<file path="src/design/slco_pkg.sv">
// Shared constants, types, codes and a helper function of the subset-lattice chain optimizer.
package slco_pkg;

	localparam int MAX_CELLS = 16;
	localparam int ADDR_W    = MAX_CELLS;
	localparam int DEPTH     = 1 << MAX_CELLS;
	localparam int CELL_W    = 5;
	localparam int MASK_W    = 16;
	localparam int WIDE_W    = 32;
	localparam int COUNT_W   = 32;
	localparam int SUM_W     = 48;

	localparam logic [CELL_W-1:0]  CELLS_RESET = 5'd16;
	localparam logic [SUM_W:0]     SAT_LIMIT   = {{(SUM_W-COUNT_W+1){1'b0}}, {COUNT_W{1'b1}}};

	typedef logic [ADDR_W-1:0] addr_t;

	typedef enum logic {
		ALU_ADD,
		ALU_SAT
	} alu_op_t;

	typedef struct packed {
		alu_op_t            op;
		logic [SUM_W-1:0]   a;
		logic [COUNT_W-1:0] b;
		logic [SUM_W-1:0]   c;
	} alu_req_t;

	typedef struct packed {
		logic [SUM_W-1:0] res;
		logic             gt;
	} alu_rsp_t;

	typedef struct packed {
		logic               we;
		addr_t              waddr;
		logic [COUNT_W-1:0] wdata;
		logic               re;
		addr_t              raddr_a;
		addr_t              raddr_b;
	} cnt_req_t;

	typedef struct packed {
		logic             we;
		addr_t            waddr;
		logic [SUM_W-1:0] wdata;
		logic             re;
		addr_t            raddr;
	} chain_req_t;

	typedef enum logic [3:0] {
		ST_CLEAR,
		ST_IDLE,
		ST_LD_RD,
		ST_LD_WR,
		ST_ZT_RD,
		ST_ZT_WR,
		ST_CH_INIT,
		ST_CH_RD,
		ST_CH_ACC,
		ST_CH_WR,
		ST_GR_CUR,
		ST_GR_ADD,
		ST_GR_RD,
		ST_GR_CMP,
		ST_FIN_RD,
		ST_FIN_OUT
	} state_t;

	// Clamp the programmed cell count into the supported range.
	function automatic logic [CELL_W-1:0] eff_cells(input logic [CELL_W-1:0] cells);
		logic [CELL_W-1:0] n;
		n = cells;
		if (cells == '0) begin
			n = CELL_W'(1);
		end else if (cells > CELL_W'(MAX_CELLS)) begin
			n = CELL_W'(MAX_CELLS);
		end
		return n;
	endfunction

endpackage

</file>
<file path="src/design/slco_seq.sv">
// Sequencer of the optimizer: load, transform, chain, greedy and clear passes over the lattice.
module slco_seq (
	input  logic                          clk,
	input  logic                          arst_n,
	input  logic                          cfg_valid,
	output logic                          cfg_ready,
	input  logic [slco_pkg::CELL_W-1:0]   cells_in_use,
	input  logic                          in_valid,
	output logic                          in_ready,
	input  logic [slco_pkg::MASK_W-1:0]   mask,
	input  logic                          last,
	output logic                          out_valid,
	input  logic                          out_ready,
	output logic [slco_pkg::COUNT_W-1:0]  config_total,
	output logic [slco_pkg::SUM_W-1:0]    best_chain_sum,
	output logic [slco_pkg::SUM_W-1:0]    greedy_sum,
	output logic                          mismatch,
	output slco_pkg::cnt_req_t            cnt_req,
	input  logic [slco_pkg::COUNT_W-1:0]  cnt_rd_a,
	input  logic [slco_pkg::COUNT_W-1:0]  cnt_rd_b,
	output slco_pkg::chain_req_t          chain_req,
	input  logic [slco_pkg::SUM_W-1:0]    chain_rd,
	output slco_pkg::alu_req_t            alu_req,
	input  slco_pkg::alu_rsp_t            alu_rsp
);
	import slco_pkg::*;

	state_t             state_q, state_d;
	logic [CELL_W-1:0]  cells_q;
	logic [CELL_W-1:0]  n_eff;
	logic [CELL_W-1:0]  n_last;
	addr_t              full_set;
	addr_t              bit_oh;
	logic [WIDE_W-1:0]  mask_wide;
	logic               in_ok;

	addr_t              clr_q;
	logic [COUNT_W-1:0] total_q;
	logic               range_q;
	logic               out_valid_q;

	addr_t              addr_q;
	logic               ok_q;
	logic               last_q;
	addr_t              s_q;
	logic [CELL_W-1:0]  bit_q;
	logic [CELL_W-1:0]  t_q;
	logic [SUM_W-1:0]   best_q;
	logic [SUM_W-1:0]   greedy_q;
	logic [COUNT_W-1:0] gain_q;
	addr_t              pick_q;
	addr_t              cur_q;
	logic               first_q;
	logic [COUNT_W-1:0] total_out_q;
	logic [SUM_W-1:0]   best_out_q;
	logic [SUM_W-1:0]   greedy_out_q;
	logic               mismatch_out_q;

	logic               bit_end;
	logic               s_end;
	logic               t_end;
	logic               s_has_bit;
	logic               cur_has_bit;
	logic               take_pick;
	addr_t              pick_now;

	assign n_eff     = eff_cells(cells_q);
	assign n_last    = n_eff - CELL_W'(1);
	assign full_set  = (addr_t'(1) << n_eff) - addr_t'(1);
	assign bit_oh    = addr_t'(1) << bit_q;
	assign mask_wide = WIDE_W'(mask);
	assign in_ok     = (mask_wide >> n_eff) == '0;

	assign bit_end     = bit_q == n_last;
	assign s_end       = s_q == full_set;
	assign t_end       = t_q == n_last;
	assign s_has_bit   = (s_q & bit_oh) != '0;
	assign cur_has_bit = (cur_q & bit_oh) != '0;
	assign take_pick   = (state_q == ST_GR_CMP) && (first_q || alu_rsp.gt);
	assign pick_now    = take_pick ? bit_oh : pick_q;

	assign cfg_ready      = 1'b1;
	assign out_valid      = out_valid_q;
	assign config_total   = total_out_q;
	assign best_chain_sum = best_out_q;
	assign greedy_sum     = greedy_out_q;
	assign mismatch       = mismatch_out_q;

	always_ff @(posedge clk or negedge arst_n) begin
		if (!arst_n) begin
			state_q <= ST_CLEAR;
		end else begin
			state_q <= state_d;
		end
	end

	always_comb begin
		state_d   = state_q;
		in_ready  = 1'b0;
		cnt_req   = '0;
		chain_req = '0;
		alu_req   = '0;
		case (state_q)
			ST_CLEAR: begin
				cnt_req.we    = 1'b1;
				cnt_req.waddr = clr_q;
				if (clr_q == '1) begin
					state_d = ST_IDLE;
				end
			end
			ST_IDLE: begin
				in_ready  = 1'b1;
				alu_req.op = ALU_SAT;
				alu_req.a  = SUM_W'(total_q);
				alu_req.b  = COUNT_W'(1);
				if (in_valid) begin
					state_d = ST_LD_RD;
				end
			end
			ST_LD_RD: begin
				cnt_req.re      = 1'b1;
				cnt_req.raddr_a = addr_q;
				state_d         = ST_LD_WR;
			end
			ST_LD_WR: begin
				alu_req.op    = ALU_SAT;
				alu_req.a     = SUM_W'(cnt_rd_a);
				alu_req.b     = COUNT_W'(1);
				cnt_req.we    = ok_q;
				cnt_req.waddr = addr_q;
				cnt_req.wdata = COUNT_W'(alu_rsp.res);
				state_d       = last_q ? ST_ZT_RD : ST_IDLE;
			end
			ST_ZT_RD: begin
				if (s_has_bit) begin
					cnt_req.re      = 1'b1;
					cnt_req.raddr_a = s_q;
					cnt_req.raddr_b = s_q ^ bit_oh;
					state_d         = ST_ZT_WR;
				end else if (s_end && bit_end) begin
					state_d = ST_CH_INIT;
				end
			end
			ST_ZT_WR: begin
				alu_req.op    = ALU_SAT;
				alu_req.a     = SUM_W'(cnt_rd_a);
				alu_req.b     = cnt_rd_b;
				cnt_req.we    = 1'b1;
				cnt_req.waddr = s_q;
				cnt_req.wdata = COUNT_W'(alu_rsp.res);
				state_d       = (s_end && bit_end) ? ST_CH_INIT : ST_ZT_RD;
			end
			ST_CH_INIT: begin
				chain_req.we    = 1'b1;
				chain_req.waddr = '0;
				state_d         = ST_CH_RD;
			end
			ST_CH_RD: begin
				if (s_has_bit) begin
					cnt_req.re      = 1'b1;
					cnt_req.raddr_a = s_q ^ bit_oh;
					chain_req.re    = 1'b1;
					chain_req.raddr = s_q ^ bit_oh;
					state_d         = ST_CH_ACC;
				end else if (bit_end) begin
					state_d = ST_CH_WR;
				end
			end
			ST_CH_ACC: begin
				alu_req.op = ALU_ADD;
				alu_req.a  = chain_rd;
				alu_req.b  = cnt_rd_a;
				alu_req.c  = best_q;
				state_d    = bit_end ? ST_CH_WR : ST_CH_RD;
			end
			ST_CH_WR: begin
				chain_req.we    = 1'b1;
				chain_req.waddr = s_q;
				chain_req.wdata = best_q;
				state_d         = s_end ? ST_GR_CUR : ST_CH_RD;
			end
			ST_GR_CUR: begin
				cnt_req.re      = 1'b1;
				cnt_req.raddr_a = cur_q;
				state_d         = ST_GR_ADD;
			end
			ST_GR_ADD: begin
				alu_req.op = ALU_ADD;
				alu_req.a  = greedy_q;
				alu_req.b  = cnt_rd_a;
				state_d    = ST_GR_RD;
			end
			ST_GR_RD: begin
				if (!cur_has_bit) begin
					cnt_req.re      = 1'b1;
					cnt_req.raddr_a = cur_q | bit_oh;
					state_d         = ST_GR_CMP;
				end else if (bit_end) begin
					state_d = t_end ? ST_FIN_RD : ST_GR_CUR;
				end
			end
			ST_GR_CMP: begin
				alu_req.op = ALU_ADD;
				alu_req.a  = SUM_W'(cnt_rd_a);
				alu_req.c  = SUM_W'(gain_q);
				if (bit_end) begin
					state_d = t_end ? ST_FIN_RD : ST_GR_CUR;
				end else begin
					state_d = ST_GR_RD;
				end
			end
			ST_FIN_RD: begin
				cnt_req.re      = 1'b1;
				cnt_req.raddr_a = full_set;
				chain_req.re    = 1'b1;
				chain_req.raddr = full_set;
				state_d         = ST_FIN_OUT;
			end
			ST_FIN_OUT: begin
				if (!out_valid_q) begin
					state_d = ST_CLEAR;
				end
			end
			default: begin
				state_d = ST_CLEAR;
			end
		endcase
	end

	// Control registers: cell count, clear sweep, run total, error flag and result valid.
	always_ff @(posedge clk or negedge arst_n) begin
		if (!arst_n) begin
			cells_q     <= CELLS_RESET;
			clr_q       <= '0;
			total_q     <= '0;
			range_q     <= 1'b0;
			out_valid_q <= 1'b0;
		end else begin
			if (cfg_valid) begin
				cells_q <= cells_in_use;
			end
			if (state_q == ST_CLEAR) begin
				clr_q <= clr_q + addr_t'(1);
			end
			if (state_q == ST_IDLE && in_valid) begin
				total_q <= COUNT_W'(alu_rsp.res);
				if (!in_ok) begin
					range_q <= 1'b1;
				end
			end
			if (state_q == ST_FIN_OUT && !out_valid_q) begin
				out_valid_q <= 1'b1;
				total_q     <= '0;
				range_q     <= 1'b0;
				clr_q       <= '0;
			end else if (out_valid_q && out_ready) begin
				out_valid_q <= 1'b0;
			end
		end
	end

	// Datapath registers of the passes.
	always_ff @(posedge clk) begin
		case (state_q)
			ST_IDLE: begin
				if (in_valid) begin
					addr_q <= addr_t'(mask_wide);
					ok_q   <= in_ok;
					last_q <= last;
				end
				s_q   <= '0;
				bit_q <= '0;
			end
			ST_ZT_RD, ST_ZT_WR: begin
				if (state_q == ST_ZT_WR || !s_has_bit) begin
					if (s_end) begin
						s_q   <= '0;
						bit_q <= bit_q + CELL_W'(1);
					end else begin
						s_q <= s_q + addr_t'(1);
					end
				end
			end
			ST_CH_INIT: begin
				s_q    <= addr_t'(1);
				bit_q  <= '0;
				best_q <= '0;
			end
			ST_CH_RD: begin
				if (!s_has_bit) begin
					bit_q <= bit_q + CELL_W'(1);
				end
			end
			ST_CH_ACC: begin
				if (alu_rsp.gt) begin
					best_q <= alu_rsp.res;
				end
				bit_q <= bit_q + CELL_W'(1);
			end
			ST_CH_WR: begin
				best_q   <= '0;
				bit_q    <= '0;
				s_q      <= s_q + addr_t'(1);
				cur_q    <= '0;
				t_q      <= '0;
				greedy_q <= '0;
			end
			ST_GR_ADD: begin
				greedy_q <= alu_rsp.res;
				first_q  <= 1'b1;
				bit_q    <= '0;
				pick_q   <= '0;
			end
			ST_GR_RD, ST_GR_CMP: begin
				if (take_pick) begin
					gain_q  <= cnt_rd_a;
					pick_q  <= bit_oh;
					first_q <= 1'b0;
				end
				if (state_q == ST_GR_CMP || cur_has_bit) begin
					bit_q <= bit_q + CELL_W'(1);
					if (bit_end) begin
						cur_q <= cur_q | pick_now;
						t_q   <= t_q + CELL_W'(1);
					end
				end
			end
			ST_FIN_OUT: begin
				if (!out_valid_q) begin
					total_out_q    <= total_q;
					best_out_q     <= chain_rd;
					greedy_out_q   <= greedy_q;
					mismatch_out_q <= range_q || (cnt_rd_a != total_q);
				end
			end
			default: begin
			end
		endcase
	end

endmodule

</file>
<file path="config.mk">
export PLATFORM = sky130hd
export DESIGN_NAME = slco_seq
export DESIGN_NICKNAME = d
export VERILOG_FILES = /design/src/design/slco_pkg.sv /design/src/design/slco_seq.sv
export SDC_FILE = /design/constraint.sdc
export NUM_CORES = 1
export LEC_CHECK = 0
export ABC_AREA = 1
export ABC_CLOCK_PERIOD_IN_PS = 13360
export BUFFER_PORTS_ARGS = -buffer_cell sky130_fd_sc_hd__buf_4
export CAP_MARGIN = 20
export CORE_MARGIN = 3
export CORE_UTILIZATION = 30
export DETAILED_ROUTE_END_ITERATION = 12
export GPL_TIMING_DRIVEN = 0
export PLACE_DENSITY = 0.5
export SKIP_LAST_GASP = 1
export SLEW_MARGIN = 20
export SYNTH_ARGS = -nofsm -noshare
export SYNTH_HDL_FRONTEND = slang
export SYNTH_SLANG_ARGS = --single-unit
export TNS_END_PERCENT = 100
</file>
<file path="constraint.sdc">
create_clock -name clk -period 13.36 [get_ports clk]
set_clock_uncertainty 0.1 [all_clocks]
set_input_delay 0.668 -clock clk [delete_from_list [all_inputs] [get_ports clk]]
set_output_delay 0.668 -clock clk [all_outputs]
set_load 0.01 [all_outputs]
</file>
**Word-level counts from Yosys, hierarchy flattened**

Cells that the tools add are included.

- Add/subtract/negate cells: 6
- Order comparisons: 1
- Eq/ne operators: 34
- Shift operators: 3
- Muxes and demuxes: 62
- Bitwise logic cells: 6
- Reductions and logical operators: 42

Operators by type and width:

| cell | count |
|---|---|
| case mux 48 bit (2 select lines) | 3 |
| case mux 49 bit (5 select lines) | 1 |
| two-way mux 16 bit | 8 |
| case mux 17 bit (6 select lines) | 1 |
| two-way mux 32 bit | 3 |
| two-way mux 48 bit | 2 |
| case mux 32 bit (3 select lines) | 1 |
| case mux 17 bit (2 select lines) | 2 |
| case mux 16 bit (2 select lines) | 2 |
| case mux 16 bit (4 select lines) | 1 |
| case mux 4 bit (16 select lines) | 1 |
| case mux 17 bit (3 select lines) | 1 |
| two-way mux 4 bit | 11 |
| two-way mux 5 bit | 8 |
| two-way mux 17 bit | 2 |
| two-way mux 33 bit | 1 |
| adder 16 x 1 -> 16 bit, second input constant | 2 |
| bitwise AND 16 bit | 2 |
| equality test 4 bit, second input constant | 8 |
| zero test 32 bit | 1 |
| inequality test 32 bit | 1 |
| bitwise OR 16 bit | 2 |
| nonzero test 16 bit | 2 |
| << shifter 1 x 5 -> 16 bit, first input constant | 2 |
| 36 further kinds | 86 |

- Flip-flop bits (word level): 393
- Bits of input ports: 188
- Output and inout bits: 425
- Logic and storage cells: 176

**Depth between registers and ports, before layout**

- Depth in word-level cells: 10
- Gate-level depth with buffers: 19
- Mapped depth without buffers: 18

**Least setup slack after synthesis**

Ideal clock, no wire load.

- Kind: register to register
- Start: reg state_q[2]
- End: reg total_q[0]
- Setup time: 0.133 ns
- Data arrival time: 11.357 ns
- Required time: 13.127 ns
- Setup slack: 1.771 ns
- Stages on the path, launching flop included: 7
- Buffers on the path: 1
- Clock period less this slack: 11.589 ns
- Cells stage by stage: dfrtp_1 > nand2_1 > nor3_1 > inv_1 > nand2_1 > buf_2 > o22ai_1

- Word-level cells in the longest chain between the ends: 3
- Elaborated cells on any way between the ends: 6
- Those cells by class: eq/ne: 2; mux: 1; reduce/logical: 3

Ends and longest elaborated chain:

| item | RTL line | RTL |
|---|---|---|
| start, declared | slco_seq.sv:28 | `state_t state_q, state_d;` |
| start signal, assigned | slco_seq.sv:93 | `state_q <= state_d;` |
| equality test 4 bit or equality test 4 x 1 -> 1 bit (tied branches) | slco_seq.sv:251, slco_seq.sv:245 |  |
| logical AND 1 bit (on tied branches) | slco_seq.sv:251, slco_seq.sv:245 |  |
| two-way mux 32 bit or nonzero test 2 bit (tied branches) | - |  |
| end signal, assigned | slco_seq.sv:246 | `total_q <= COUNT_W'(alu_rsp.res);` |
| end, declared | slco_seq.sv:38 | `logic [COUNT_W-1:0] total_q;` |

Parallel ways exist; a longest one is shown, timed or not.
A chain may end at the register's enable or synchronous reset.

==> impl_results.md <==
* CTS clk-pin slew, worst paths at 60 ps
* Number of flops mapped to enable cells by yosys at 334
* Initial antenna violation count at 6
* Synth Cell Area at 0.0198 mm2
* CP peak stage delay at 470 ps
* Io pins at 613
* Setup CP Type: reg -> out
* Vias in the first global route at 18703
* Share of layout cells above drive strength 1 at 27.2%
* Post-synthesis sequential area ratio at 58.1%
* R2R Setup Slk at 9190 ps
* Drt initial violations at 1563
* Top delay family on crit path: simple AND/OR/NAND/NOR gates
* Total setup buffers inserted after CTS at 0
* Routed wire length at 99900 um
* Yosys warnings at 0
* Top_reg_cell synth: edfxtp_1
* First-pass GRT wire length at 140000 um
* First-pass iteration count of the detailed router at 5
* Crit-path max FO at 10
* HP Class: in -> async
* Fin crit period at 5410 ps
* Port buffer count at 610
* P&R area growth vs syn at 37.5%
* CP cell instances: ha_1 -> ha_1 -> nand2_1 -> inv_1 -> ha_1 -> or2_2 -> nor4_1 -> nand2_1 -> inv_1 -> nor2_1 -> inv_1 -> buf_2 -> o22ai_1 -> a221oi_1 -> o211ai_1 -> buf_4
* Setup tns final at 0 ps
* Worst slew margin at 23.3%
* Largest net degree at the start of global routing at 60
* GPL Wtd Cong at 0.981
* Final setup fails at 0
* Post-cts repair resize count at 0
* Crit path launch type: register
* Slowest CP cell: edfxtp_1
* Total Die Area at 0.0692 mm2
* FF-to-FF path depth at 12
* CP endpoint kind: primary output
* Starting density of the core at 30.5%
* Core area at 0.0649 mm2
* Final Hold Fails at 0
* Slew Limit Fails at 0
* #FFs+latches synth at 393
* Global route total overflow at 0
* Worst reg2reg endpoint: s_q[15]
* Post-detail-place hpwl at 80100 um
* Endpoint required time on the critical path at 12590 ps
* Critical path data arrival time at 4640 ps
* FFs w/ async S/R, synth at 15.0%
* Critical path depth in cells at 16
* Fin cells at 3708
* CTS tree: yes
* Placed cells at 3622
* Netlist cell types at 60
* Die Ht at 263 um
* Total Nets Final at 3029
* RSZ-0062 raised after global routing: false
* Antenna viol nets, final at 0
* Residual DRC count at 0
* Final period util at 40.5%
* Number of max-cap violations at 0
* CTS root buffer: clkbuf_16
* Leakage at 12.1 nW
* Total CTS buffers at 46
* Peak supply drop at 88.0 uV
* CP Buf/Inv Count at 5
* Htree depth at 2
* Avg Cell Area, Syn at 9.29 um2
* Die width at 263 um
* DR vias/cell at 5.12
* Pwr dens at 99.7 mW/mm2
* Slew @ Worst Pin at 1150 ps
* Synthesized instance count at 2134
* Worst r2r src: bit_q[1]
* Max clock buf depth at 3
* Vias at 18977
* GRT Overall Usage at 27.6%
* Wire per inst at 26.9 um
* TritonCTS Sinks at 393
* Worst-Skew Late Latency at 600 ps
* CTS Hold Bufs at 0
* Core Rows at 93
* Fmax at 185 MHz
* Outcome: finished clean
-- cell usage after synthesis, types with 2 or more instances --
library cell,number,area (um2)
nor4_1,8,50.1
buf_1,3,11.3
nor2_1,352,1320
dfrtp_1,58,1450
inv_2,9,33.8
o22ai_1,57,357
nand2_1,408,1530
nor2_2,9,56.3
buf_6,4,45.0
a21oi_2,10,87.6
a21oi_1,38,190
xor2_1,28,245
a2111o_1,4,45.0
o211ai_1,12,90.1
a221oi_1,11,96.3
buf_2,7,35.0
o21ai_0,140,701
nand3_1,58,290
nor3_1,20,100
inv_1,303,1140
clkbuf_1,72,270
xnor2_1,6,52.6
o2111ai_1,37,324
nand3_2,3,30.0
nor3_2,2,20.0
a21boi_0,4,30.0
nand2_4,2,22.5
or2_2,6,37.5
o21ai_2,2,17.5
edfxtp_1,334,10000
nand3b_1,2,15.0
ha_1,26,325
clkinv_1,5,18.8
o21ai_1,5,25.0
a211oi_1,7,52.6
buf_4,3,22.5
nand2_2,5,31.3
o221ai_1,15,131
a22o_1,16,140
nand4_1,23,144
-- final cells by class --
type	instances	area, um2
Antenna cell	2	5.00
Buffer	90	399
Clock buffer	64	1270
Clock inverter	20	168
Fill cell	6538	37700
Inverter	318	1190
Multi-Input combinational cell	1334	6770
Sequential cell	393	11500
Tap cell	855	1070
Timing Repair Buffer	632	4860
-- state kept, by name, summed over array words and instances (netlist names), 4 cells and up --
name and flops:
config_total 32, state_q 4, t_q 5, total_q 32, cur_q 16, pick_q 16
bit_q 5, best_chain_sum 48, greedy_sum 48, addr_q 16, s_q 16, greedy_q 48
cells_q 5, clr_q 16, best_q 48, gain_q 32
-- cells in the final DEF, fill, tap and decap left out, drive strengths merged, types with 15 or more instances in the layout --
cell type    n
o2111ai     37
nor3        22
nand2      415
o22ai       57
edfxtp     334
a22o        16
clkinv      22
xor2        28
o221ai      15
nand3       61
a21oi       48
buf        650
o21ai      147
inv        314
ha          26
clkbuf     136
nand4       24
nor2       362
dfrtp       58
-- report_power, final --
group          internal (mW)  total, mW  switching (mW)
Combinational         0.0641      0.167           0.103
Clock                  0.687       1.22           0.537
Sequential              1.32       1.32         0.00160
Total                   2.07       2.72           0.642
-- per-stage QoR --
step	util (%)	area, um2	setup WS [ps]	hold slack [ps]	power (mW)
after global placement	39.2	25500	-6680	327	1.51
final	42.0	27200	7950	117	2.72
after floorplan	-	19800	1770	272	1.42
after CTS	42.0	27200	8070	122	2.74
after global routing	42.0	27200	7670	136	2.80
after detailed placement	39.7	25800	8730	334	1.52
-- worst max path at each step --
stage	start	to
2_1_floorplan	state_q[2]	total_q[0]
3_3_place_gp	state_q[2]	total_q[31]
4_1_cts	bit_q[0]	cnt_req[25]
5_1_grt	bit_q[0]	cnt_req[25]
3_5_place_dp	bit_q[0]	cnt_req[25]
6_report	bit_q[1]	cnt_req[25]
-- kinds of logic after synthesis --
family | count (synthesis) | share of synthesized area [%]
flops | 393 | 58.1
compound gates | 367 | 11.9
buf+inv | 408 | 8.04
other cells | 1 | 0.0189
simple gates | 904 | 18.8
xor+xnor | 34 | 1.50
fa+ha+maj | 26 | 1.64
mux | 1 | 0.0505
-- layer usage --
metal	GRT usage (%)	up-vias	part of all wire, %
met5	0	-	0.058
met2	49.5	870	51
met1	34.2	9385	40
met4	7.26	8	2.7
li1	-	8586	-
met3	5.07	128	6.8
Note: power is estimated with default switching activity, not from simulation.
