==> src/design/slco_pkg.sv <==
// Shared constants, types, codes and a helper function of the subset-lattice chain optimizer.
package slco_pkg;

	localparam int MAX_CELLS = 16;
	localparam int ADDR_W    = MAX_CELLS;
	localparam int DEPTH     = 1 << MAX_CELLS;
	localparam int CELL_W    = 5;
	localparam int MASK_W    = 16;
	localparam int WIDE_W    = 32;
	localparam int COUNT_W   = 32;
	localparam int SUM_W     = 48;

	localparam logic [CELL_W-1:0]  CELLS_RESET = 5'd16;
	localparam logic [SUM_W:0]     SAT_LIMIT   = {{(SUM_W-COUNT_W+1){1'b0}}, {COUNT_W{1'b1}}};

	typedef logic [ADDR_W-1:0] addr_t;

	typedef enum logic {
		ALU_ADD,
		ALU_SAT
	} alu_op_t;

	typedef struct packed {
		alu_op_t            op;
		logic [SUM_W-1:0]   a;
		logic [COUNT_W-1:0] b;
		logic [SUM_W-1:0]   c;
	} alu_req_t;

	typedef struct packed {
		logic [SUM_W-1:0] res;
		logic             gt;
	} alu_rsp_t;

	typedef struct packed {
		logic               we;
		addr_t              waddr;
		logic [COUNT_W-1:0] wdata;
		logic               re;
		addr_t              raddr_a;
		addr_t              raddr_b;
	} cnt_req_t;

	typedef struct packed {
		logic             we;
		addr_t            waddr;
		logic [SUM_W-1:0] wdata;
		logic             re;
		addr_t            raddr;
	} chain_req_t;

	typedef enum logic [3:0] {
		ST_CLEAR,
		ST_IDLE,
		ST_LD_RD,
		ST_LD_WR,
		ST_ZT_RD,
		ST_ZT_WR,
		ST_CH_INIT,
		ST_CH_RD,
		ST_CH_ACC,
		ST_CH_WR,
		ST_GR_CUR,
		ST_GR_ADD,
		ST_GR_RD,
		ST_GR_CMP,
		ST_FIN_RD,
		ST_FIN_OUT
	} state_t;

	// Clamp the programmed cell count into the supported range.
	function automatic logic [CELL_W-1:0] eff_cells(input logic [CELL_W-1:0] cells);
		logic [CELL_W-1:0] n;
		n = cells;
		if (cells == '0) begin
			n = CELL_W'(1);
		end else if (cells > CELL_W'(MAX_CELLS)) begin
			n = CELL_W'(MAX_CELLS);
		end
		return n;
	endfunction

endpackage

==> src/design/slco_alu.sv <==
// Shared adder, saturator and magnitude comparator used by every sequencer pass but the clear.
module slco_alu (
	input  slco_pkg::alu_req_t req,
	output slco_pkg::alu_rsp_t rsp
);
	import slco_pkg::*;

	logic [SUM_W:0]   sum_full;
	logic [SUM_W-1:0] sat_val;

	assign sum_full = {1'b0, req.a} + (SUM_W+1)'(req.b);
	assign sat_val  = (sum_full > SAT_LIMIT) ? SUM_W'(SAT_LIMIT) : sum_full[SUM_W-1:0];

	always_comb begin
		case (req.op)
			ALU_SAT: rsp.res = sat_val;
			ALU_ADD: rsp.res = sum_full[SUM_W-1:0];
			default: rsp.res = sum_full[SUM_W-1:0];
		endcase
		rsp.gt = rsp.res > req.c;
	end

endmodule

==> config.mk <==
export PLATFORM = sky130hd
export DESIGN_NAME = slco_alu
export DESIGN_NICKNAME = d
export VERILOG_FILES = /design/src/design/slco_pkg.sv /design/src/design/slco_alu.sv
export SDC_FILE = /design/constraint.sdc
export NUM_CORES = 1
export LEC_CHECK = 0
export ABC_AREA = 1
export BUFFER_PORTS_ARGS = -buffer_cell sky130_fd_sc_hd__buf_2
export CAP_MARGIN = 20
export CORE_AREA = 10 10 120 111
export DETAILED_ROUTE_END_ITERATION = 10
export DIE_AREA = 0 0 130 121
export GPL_ROUTABILITY_DRIVEN = 0
export GPL_TIMING_DRIVEN = 0
export PLACE_DENSITY = 0.84
export SYNTH_ARGS = -nofsm -noshare
export SYNTH_HDL_FRONTEND = slang
export SYNTH_SLANG_ARGS = --single-unit
==> constraint.sdc <==
create_clock -name vclk -period 13.3
set_input_delay 1.995 -clock vclk [all_inputs]
set_output_delay 1.995 -clock vclk [all_outputs]
set_load 0.02 [all_outputs]
Yosys cells after proc, flatten, opt, wreduce, memory -nomap -nowiden
Cells that the tools add are included.
Operators by class
  bitwise logic cells: 1
  muxes and demuxes: 2
  add/subtract/negate cells: 1
  $lt $le $gt $ge: 2
Operators by type and width (count)
  48-bit one-hot mux with 2 select lines: 1
  48-bit by 32-bit adder with 49-bit output: 1
  49-bit by 32-bit > comparator with 1-bit output, second input constant: 1
  48-bit > comparator: 1
  48-bit 2-to-1 mux: 1
  1-bit inverter: 1
Word-level totals
  register bits after elaboration: 0
  input bits: 129
  output and inout bits: 49

Longest topological paths before layout
Gate-level depths: netlist of the first run.
  word-level depth: 5
  gate-level depth with buffers: 32

Least setup slack after synthesis of the first run
Ideal clock, no wire load.
  kind: input to output
  start: input req[48] (netlist name)
  end: output rsp[0] (netlist name)
  data arrival time: 5.548 ns
  setup slack: 5.757 ns
  cell stages on the path: 27
  cells stage by stage: ha_1 > inv_1 > fa_1 > inv_1 > nand3_1 > nor2_2 > nand2_1 > nand3b_4 > nand2_1 > nand2_1 > nand2_1 > nand3_1 > nand2_1 > nor2_1 > nand2_1 > nor2_1 > nand2_2 > nand2_4 > buf_12 > nand2_2 > ha_1 > nand2_1 > or3_1 > a31o_2 > a311oi_1 > nor2_1 > nor2_1
RTL lines
  from (decl): line slco_alu.sv:3  | input slco_pkg::alu_req_t req,
  to (decl): line slco_alu.sv:4  | output slco_pkg::alu_rsp_t rsp

==> results.txt, run 1 <==
The post-route netlist has 26.0% of its cells at a drive strength greater than 1. Setup repair after global routing left no endpoint under its margin. The total overflow left after global routing is 0. Summing over every cut layer, the via total after detailed routing is 6530. Dividing the detail-routed wire length by the instance count gives 13.7 µm. In this run, the clock network consumes 0% of the power.

Iteration-0 DRC count of the detailed router: 476. The die covers 15700 µm². Summed over all layers, the routed wires come to 17.8 mm. The tools report the number of global-route vias before repair as 6211. The fraction of power consumed by combinational cells was 100.0%. The tools report the number of iterations in the first detailed-routing pass as 5. Hold repair after CTS inserted 0 buffers. STA classifies the critical path startpoint as an input port.

The tools report the effective utilization at floorplan as 49.3%. The worst hold path belongs to the class in -> out. Sequential cells account for 0% of the total power. The run gives 3.89 nW as the static leakage. The filler cells instantiated in the layout total 1118.

The core box area is 10700 µm². Ranked by instance count, the synthesized netlist is headed by 324 x sky130_fd_sc_hd__nand2_1, 207 x sky130_fd_sc_hd__inv_1, 82 x sky130_fd_sc_hd__nor2_1. The run gives 28.4 mm as the global-route wire length before repair. The flow ran to the end, and the final reports show no timing, DRC or antenna violations.

Using the TritonRoute via totals, the vias-per-cell ratio works out to 5.01. For the final routed database, the setup TNS stands at 0 ps. Net switching is 63.1% of the power. The tools report the required time reported for the critical path endpoint as 11310 ps.

The tools report the number of post-CTS setup repair buffers as 0. The highest metal layer carrying signal wires in the routed design is met4. The repair_antennas step left the layout with diodes totalling 0.

The final setup violation count is 0, and the post-synthesis instance total is 994. After detailed routing, the met2 layer carries 8.03 mm of wire. The detailed router put a total of 7.72 mm of wire on met1.

The critical path in this run is classified as in -> out. Sorting the synthesized cells by area gives the leading types as sky130_fd_sc_hd__nand2_1 23%, sky130_fd_sc_hd__ha_1 19%, sky130_fd_sc_hd__inv_1 15%, sky130_fd_sc_hd__nand2_2 7.5%, sky130_fd_sc_hd__nor2_1 5.8%. Highest-delay cell along the critical path: sky130_fd_sc_hd__or3_1. The area added between synthesis and finish is 19.9%, and the sequential-to-total area share from yosys stat is 0%.

Timing would allow up to 0.122 GHz. Counting the clock-network buffers in the layout gives 0. Element type at the critical path end: an output pin. Pin placement for this block handled 178 I/O pins. At the end of the flow, the number of nets in the layout was 1383.

Remaining antenna violation count after routing: 0. Once the clock tree was built, the resizer swapped 0 gates to a different size. At the worst endpoint, the arrival time is 6200 ps. In this run the power spent charging and discharging nets is 178 µW.

The die is 130 µm wide. Total routing resource utilization after global routing: 21.5%. The final critical path takes up 61.6% of the cycle. After synthesis, the largest area contributor takes up 23.0% of total cell area. The cell that appears most often on the critical path is sky130_fd_sc_hd__nand2_1. The number of buffers and inverters on the critical path is 5. Top cell type by total area after synthesis: sky130_fd_sc_hd__nand2_1. Along the worst hold path, the cell count comes to 3. The worst path in the final design needs a cycle of 8190 ps, including I/O delays and setup. In this run the vertical extent of the chip is 121 µm. Of all nets on the critical path, the largest fanout is 10.

Count of flip-flops and latches: 0. The tools report the HPWL after detailed placement as 16.4 mm. The relative max-transition margin was 69.6%; the row count was 36. The slew at the pin with the worst max-slew slack is 456 ps, and the combined flip-flop and latch cell area is 0 µm². Internal power comes to 104 µW. Each instance of the synthesized netlist takes up on average 5.32 µm². The run gives 283 µW as the overall power consumption. The tools report the synthesized area as 5290 µm². The Yosys step of the flow raised 0 warnings. The routed length on met3 was 1.74 mm.

In this run the power density over the cells is 44.6 nW/µm². VDD sags by at most 19.0 µV. The initial antenna violation count was 0; the maximum single-stage delay on the critical path was 400 ps. The number of port buffers is 177, and the final routed DRC violation total is 0. In the post-synthesis netlist, the cell with the most instances is sky130_fd_sc_hd__nand2_1. The path length in cells of the critical path was 29.

The run gives 0 as the max-capacitance violation count. The count of final max-slew check failures was 0. The count of unique library cells instantiated by Yosys came out at 42. The number of nets in the synthesized netlist was 1204; the final hold violation count was 0. For the largest net degree at the start of global routing, the log shows 11.

Category of cells accounting for the largest share of critical-path delay: simple AND/OR/NAND/NOR gates.
## worst paths after layout
check                 from      end
setup / recovery   req[48]   rsp[0]
hold / removal    req[128]  rsp[46]
## kinds of logic (layout without fill, tap and decap cells)
group,after synthesis,in the layout,synth area share [%]
xor+xnor,31,31,5.13
fa+ha+maj,81,81,19.3
compound gates,71,71,7.52
simple gates,584,584,50.8
buf+inv,227,404,17.2
## tightest hold or removal path, delay by kind of cell
family                 cells  cell delay (ps)
AOI/OAI and AO/OA          1               70
buffers and inverters      2              310
## routing by layer
layer | up-vias | track usage, %
met5 | - | 0
met1 | 2834 | 28.5
met3 | 24 | 2.84
met2 | 276 | 36.9
met4 | 0 | 3.09
li1 | 3396 | -
## cell usage in the layout, fill, tap and decap left out, drive strengths merged
master | netlist | layout
nand2 | 388 | 388
inv | 221 | 221
buf | 3 | 180
nor2 | 111 | 111
ha | 80 | 80
a21oi | 48 | 48
nand3 | 44 | 44
xnor2 | 21 | 21
nand4 | 17 | 17
nor3 | 11 | 11
xor2 | 10 | 10
o21ai | 6 | 6
a31oi | 6 | 6
nand3b | 5 | 5
and2 | 4 | 4
o21bai | 3 | 3
o21a | 2 | 2
a211oi | 2 | 2
or2 | 2 | 2
clkbuf | 2 | 2
clkinv | 1 | 1
or3 | 1 | 1
nor4 | 1 | 1
o221ai | 1 | 1
o211ai | 1 | 1
a31o | 1 | 1
a311oi | 1 | 1
fa | 1 | 1
## cell type report
cell class         instances  area, µm²  share of cell area, %
repair buffers           177        886                   14.0
multi-input cells        767       4380                   69.0
plain buffers              5       77.6                   1.22
well taps                133        166                   2.62
inverters                222        833                   13.1
## power groups by stage
stage / Clock [mW] / Sequential (mW) / Combinational (mW)
after floorplan: 0 / 0 / 0.194
after global placement: 0 / 0 / 0.274
after detailed placement: 0 / 0 / 0.279
after CTS: 0 / 0 / 0.280
after global routing: 0 / 0 / 0.315
final: 0 / 0 / 0.283
## through the flow
stage | setup WS (ps) | hold slack, ps | util (%) | std cells | instance area (µm²)
2_1_floorplan | 5760 | 4190 | - | 994 | 5290
3_3_place_gp | 5280 | 4380 | 59.2 | 1304 | 6340
3_5_place_dp | 5210 | 4380 | 59.2 | 1304 | 6340
4_1_cts | 5180 | 4380 | 59.2 | 1304 | 6340
5_1_grt | 4810 | 4410 | 59.2 | 1304 | 6340
6_report | 5110 | 4380 | 59.2 | 1304 | 6340
No activity file was read; power rests on OpenSTA's default activity.
==> run 2: changes to the inputs <==
- ABC_AREA: 1 -> 0
- CORE_AREA: 10 10 120 111 -> 10 10 107 99
- DIE_AREA: 0 0 130 121 -> 0 0 117 109
- PLACE_DENSITY: 0.84 -> 0.88
- clock period: 13.3 -> 7.59 ns (I/O delays scaled with it)
==> run 2 against run 1 <==
  * Non-clock buffer count is 17 higher
  * Combinational power up 58%
  * First-iteration DRC count shrank 6.1%
  * Hold slack got worse by 1700 ps
  * Synthesized cell count is 40% lower
  * Routed wire length down 14%
  * Critical endpoint unchanged
  * Count of clock-buffer cells in the layout stayed put
==> results.txt, run 2 <==
The library cells used most frequently in the layout, excluding fill and tap cells, are 191 x sky130_fd_sc_hd__buf_2, 77 x sky130_fd_sc_hd__ha_1, 56 x sky130_fd_sc_hd__inv_1. The count of final max-slew check failures was 0. The final clock period utilization by the worst path was 96.1%.

On the critical path the largest part of the delay comes from compound AO/OA/AOI/OAI gates. For the effective utilization at floorplan, the log shows 48.3%. The flow ran to the end, and the final reports show no timing, DRC or antenna violations.

In this design, the critical path's most frequently occurring cell is sky130_fd_sc_hd__a21o_1. The highest-delay cell along the critical path is sky130_fd_sc_hd__o41a_1. Input and output buffers added on the ports amount to 177. The floorplan step defined a die boundary enclosing 12800 µm². The data arrival at the endpoint of the critical path was 6150 ps. From synthesis to final layout, the design area changed by 30.4%. Horizontal extent of the die: 117 µm.

The layout has 785 filler cells. 178 I/O pins were placed. After synthesis, flip-flops and latches occupy 0% of the total area. Dividing the detail-routed via count by the number of cells gives 5.96. sky130_fd_sc_hd__ha_1 takes more of the synthesized area than any other cell.

Worst hold endpoint: rsp[36]. For the total routing resource utilization after global routing, the log shows 21.6%. The tools report the remaining antenna violation count after routing as 0. The worst hold path begins at req[128]. Largest net degree at the start of global routing: 11.

The design has 0 sequential cells. The post-synthesis instance total was 596. For the relative max-transition margin, the log shows 55.7%.

The run gives 0 as the total overflow reported by the global router. At the worst endpoint, the required time is 6450 ps. Most common library cell in the layout ignoring fill and taps: sky130_fd_sc_hd__buf_2. After floorplanning, the core was sized to cover 8410 µm².

The first TritonRoute pass finished after 7 iterations. Cells with a size suffix above 1 make up 31.4% of the layout. Across the run, the number of max-cap violations was 0. The worst hold path passes through 3 cells. Summed over all cells, the static leakage comes to 2.70 nW.

The net total in the final layout is 988, and the maximum single-stage delay on the critical path is 500 ps. After detailed placement, the total cell area comes to 5080 µm². The detailed router finished its first iteration with 447 violations. In the final timing run, aggregate negative setup slack is 0 ps. The die is 109 µm tall. Walking the worst path, the cells encountered are buf_2, ha_1, buf_2, nand4_1, nor4_2, a22oi_1, a21bo_2, and3_1, xnor2_1, nand3b_1, o41a_1, buf_2, nand2b_1, ha_1, a21o_1, a21o_1, a21o_1, a21o_1, a21o_1, a21oi_1, nor2_1, nor4_1, a211oi_1, buf_4.

The run gives 0 as the final setup violation count. The tools report the number of global-route vias before repair as 4858. The path class of the tightest hold or removal check is in -> out. STA classifies the critical path endpoint as an output pin. Total wire length after detailed routing: 15.3 mm. The detailed router placed 5230 vias in this run.

The run gives 0 as the layout clock buffer count. Row generation in the floorplan step produced 32 rows. The antenna diode count is 0, and the top fanout value on the critical path is 10. Slew at the pin with the worst max-slew slack: 658 ps.

The design area was 5300 µm². The routed design could run at a clock period as short as 7290 ps. By count the netlist is led by 80 x sky130_fd_sc_hd__ha_1, 56 x sky130_fd_sc_hd__inv_1, 54 x sky130_fd_sc_hd__a21oi_1.

The most instantiated library cell after synthesis is sky130_fd_sc_hd__ha_1. Including well taps, the total number of placed cells is 875. By area the synthesized netlist is led by sky130_fd_sc_hd__ha_1 25%, sky130_fd_sc_hd__a21oi_1 6.6%, sky130_fd_sc_hd__xor2_1 5.6%, sky130_fd_sc_hd__inv_1 5.2%, sky130_fd_sc_hd__nand2b_1 4.9%.

Across the whole layout, storage elements account for 0 µm². The count of unique library cells instantiated by Yosys was 64. For this run, design rule violations remaining after detail routing come to 0.

The post-route non-filler standard cell count was 878; the share of Yosys cell area claimed by the top area cell type was 24.6%. The tools report the type of element launching the critical path as an input port. Dividing total power by cell area gives a power density of 84.6 nW/µm². The first global-routing pass estimated 23.1 mm of wire. The synthesized netlist occupies a cell area of 4070 µm². The initial antenna violation count was 0; the cts-stage hold buffer count was 0. The number of buffers and inverters on the critical path is 4.

The worst-case hold slack is 2680 ps. The setup path with the least slack is of type in -> out. After detailed routing, the average wire length per cell comes to 17.4 µm.

The tools report the final hold violation count as 0. The number of nets handed over by synthesis was 806. IR analysis of the VDD net gives a maximum drop of 44.2 µV. For this run, the number of Yosys warnings is 0. Each instance of the synthesized netlist takes up on average 6.82 µm².

Detailed placement ended at an HPWL of 13.2 mm. The tools report the timing-limited maximum frequency as 0.137 GHz.
==> run 2: changes by cell type in the layout (fill, tap and decap cells not counted), sizes merged, moves of 17 or more <==
| cell | previous run | this run |
|---|---|---|
| o21ai | 6 | 27 |
| nand3 | 44 | 13 |
| inv | 221 | 56 |
| a21o | 0 | 25 |
| nor2 | 111 | 44 |
| buf | 180 | 197 |
| nand2 | 388 | 48 |
| nand2b | 0 | 32 |
==> run 2: worst max-delay path by stage <==
| stage | from | endpoint | cells after the start | slack [ps] |
|---|---|---|---|---|
| floorplan | req[48] | rsp[0] | 22 | 470 |
| global placement | req[48] | rsp[0] | 24 | -190 |
| detailed placement | req[48] | rsp[0] | 24 | -170 |
| CTS | req[72] | rsp[0] | 23 | 30 |
| global route | req[55] | rsp[0] | 22 | -20 |
| finish | req[73] | rsp[0] | 24 | 300 |
==> run 2: where the power goes <==
| part | switching [mW] | internal, mW | total (mW) |
|---|---|---|---|
| clock network | 0 | 0 | 0 |
| logic | 0.270 | 0.178 | 0.448 |
| registers | 0 | 0 | 0 |
| total | 0.270 | 0.178 | 0.448 |
==> run 2: metal layers <==
metal	vias up	GRT usage [%]	part of all wire, %
met5	-	0	0
met4	0	3.44	2.1
met3	38	1.92	8.7
met2	279	38.1	48
met1	2375	28.1	41
li1	2538	-	-
==> run 2: final cells by class <==
class	instances	area [µm²]	share of cell area, %
tap	102	128	2.41
inverter	56	210	3.96
multi-input combinational	521	3950	74.5
timing repair buffer	180	911	17.2
buffer	19	101	1.91
==> run 2: repair_timing <==
action | CTS | global route
endpoints found under the hold margin | 0 | 0
pin swaps | 0 | 11
gates resized for setup | 3 | 46
setup endpoints to repair | 1 | 1
setup buffers | 0 | 3
==> run 2: cells by family (layout without fill, tap and decap cells) <==
group / after synthesis / after routing / synth area share (%)
buffers and inverters: 75 / 255 / 7.39
xor gates and xnor gates: 43 / 43 / 9.26
AOI/OAI and AO/OA: 177 / 177 / 29.6
and+or+nand+nor: 220 / 220 / 28.6
adders and majority gates: 81 / 81 / 25.1
==> run 2: worst min-delay path: cells and delay by family <==
kind,cells,cell delay (ps)
buffers and inverters,2,320
AND/OR/NAND/NOR,1,80
==> run 2: metrics by stage <==
| stage | power, mW | utilization, % | setup WS (ps) |
|---|---|---|---|
| final | 0.448 | 63.1 | 299 |
| after global placement | 0.412 | 60.4 | -186 |
| after global routing | 0.491 | 63.1 | -16.9 |
| after CTS | 0.424 | 60.6 | 34.8 |
| after detailed placement | 0.421 | 60.4 | -171 |
| after floorplan | 0.284 | - | 474 |
==> run 3: changes to the inputs <==
- clock period: 7.59 -> 8.2 ns (I/O delays scaled with it)
==> run 3 against run 2 <==
  * Worst setup slack improved by 85 ps
  * Via count decreased by 1.4%
  * Hold slack improved by 180 ps
  * Critical path depth unchanged
  * Routed wire length decreased by 2.6%
  * Non-clock buffer count decreased by 3
  * Combinational power decreased by 11%
  * Sequential share of layout area unchanged
  * Design area decreased by 3.5%
  * Highest routed layer unchanged
  * Core utilization decreased by 2.2 points
  * Sequential cell count unchanged
==> results.txt, run 3 (synthesis results as in run 2) <==
For the final hold violation count, the log shows 0. In the routed design, unresolved DRC markers number 0. The path class of the tightest hold or removal check is in -> out.

Number of global-route vias before repair: 4854. Leaving out fill and tap cells, the most frequent cell in the layout is sky130_fd_sc_hd__buf_2. The logs give 0 for the number of post-CTS setup repair buffers and 0 for the antenna diode count.

The placed instance count is 875. Derived from the worst setup path, the maximum achievable clock frequency is 0.128 GHz. Setup violations remaining at the end of the flow were counted as 0. The element type at the critical path end is an output pin. The data arrival at the endpoint of the critical path is 6590 ps, and the max-capacitance violation count is 0. The row count is 32, and the area added between synthesis and finish is 25.9%. The average routed wire per standard cell was 17.0 µm. The minimum clock period is 7820 ps. Entering global routing, the biggest net connects 11 pins.

After floorplanning, the core was sized to cover 8410 µm². The total placed instance area is 5080 µm². The remaining antenna violation count after routing came out at 0. Headroom to the max-slew limit came out at 61.2%. The floorplan step defined a die boundary enclosing 12800 µm². Cells with a size suffix above 1 make up 28.3% of the layout. For the area of the multi-input gates, the log shows 3800 µm².

The run gives 5120 µm² as the design area. Across all hold checks on the routed design, the worst slack comes to 2860 ps. Among all stages on the critical path, the largest delay is contributed by sky130_fd_sc_hd__o41a_1. The iteration-0 DRC count of the detailed router was 396. Once the clock tree was built, the resizer swapped 0 gates to a different size.

The design has 0 sequential cells. The run gives 806 as the layout filler cell count. The total overflow reported by the global router was 0; the final clock period utilization by the worst path was 95.3%. The total wire length after detailed routing was 14.9 mm; the effective utilization at floorplan was 48.3%. At the pin with the least slew margin, the transition time is 576 ps. For this run, the slowest stage of the critical path takes 520 ps. The critical path is of the in -> out type. The net total in the final layout is 985.

The sum of negative setup slack was 0 ps; the overall power consumption was 399 µW. Across the whole layout, storage elements account for 0 µm². The finished layout holds 875 standard cells, fillers aside.

178 I/O pins were placed. The number of iterations in the first detailed-routing pass is 5, and the total power per unit cell area is 78.0 nW/µm². Routed length on met3: 1.27 mm. The tools report the count of final max-slew check failures as 0.

The die outline height is 109 µm. In the layout the commonest cells are 192 x sky130_fd_sc_hd__buf_2, 80 x sky130_fd_sc_hd__ha_1, 56 x sky130_fd_sc_hd__inv_1. The run finished with clean final reports. Summed over all cells, the static leakage comes to 2.66 nW. The number of hold buffers added after CTS was 0. The top fanout value on the critical path works out to 10. Met2 layer wire length in the routed design: 7.08 mm. In this design, the largest share of critical-path delay is due to compound AO/OA/AOI/OAI gates. For the worst setup path, the data required time is 6970 ps.

The number of port buffers was 177; the maximum resistive drop on vdd was 37.0 µV. Using the TritonRoute via totals, the vias-per-cell ratio works out to 5.90. The run gives 5159 as the total via count after detailed routing.

The highest layer touched by signal routing is met4. The initial antenna violation count is 0. The type of element launching the critical path was an input port.

Setup repair after global routing left no endpoint under its margin. The run gives 23.0 mm as the global-route wire length before repair. After legalization and detailed placement, the total HPWL measured 13.2 mm.

In the finished layout, the clock tree contains a buffer count of 0. The critical path goes through buf_2, ha_1, inv_1, fa_1, nand2b_1, a21oi_2, o21ai_2, o21ai_4, a311o_1, a211oi_1, nand4_1, o41a_1, clkbuf_2, nand2b_1, ha_1, nand4_1, nor2_1, nand2_1, or3_1, or3_1, a21oi_1, nor4_1, a211oi_1, buf_2. In this run the horizontal extent of the chip is 117 µm. In the final routing, the length of wire on met1 measures 6.26 mm. In the global route stage, overall resource usage came out at 21.5%.

Counting both buffers and inverters, the worst setup path holds a total of 4.
[run 3: cell types whose count changed in the layout (fill, tap and decap cells not counted), moves of 3 or more]
cell                      previous run  this run
sky130_fd_sc_hd__ha_2                3         0
sky130_fd_sc_hd__buf_4               5         0
sky130_fd_sc_hd__a21oi_2            10         7
sky130_fd_sc_hd__a21oi_1            45        53
sky130_fd_sc_hd__a21oi_4             5         0
sky130_fd_sc_hd__ha_1               77        80
[run 3: per-stage QoR]
stage,setup WS [ps],util [%]
floorplan,901,-
global placement,241,60.4
detailed placement,256,60.4
CTS,233,60.4
global route,3.99,60.9
finish,383,60.9
[run 3: final timing paths]
kind	from	end	depth (start not counted)
min	req[128]	rsp[36]	3
max	req[48]	rsp[0]	24
[run 3: cell type report]
type                       instances  area share (%)
inverter                          56            4.11
timing repair buffer             177            17.3
tap                              102            2.49
multi-input combinational        521            74.3
buffer                            19            1.78
[run 3: tightest hold or removal path: cells and delay by family]
| family | cells | cell delay, ps |
|---|---|---|
| buffers and inverters | 2 | 310 |
| and+or+nand+nor | 1 | 80 |
[run 3: layer usage]
layer | track usage, % | up-vias
li1 | - | 2534
met3 | 2.09 | 26
met4 | 3.62 | 0
met1 | 27.9 | 2348
met2 | 37.9 | 251
met5 | 0 | -
[run 3: power by group]
| group | total [mW] | internal [mW] | switching [mW] | leakage, nW |
|---|---|---|---|---|
| logic | 0.399 | 0.158 | 0.241 | 2.66 |
| clock network | 0 | 0 | 0 | 0 |
| registers | 0 | 0 | 0 | 0 |
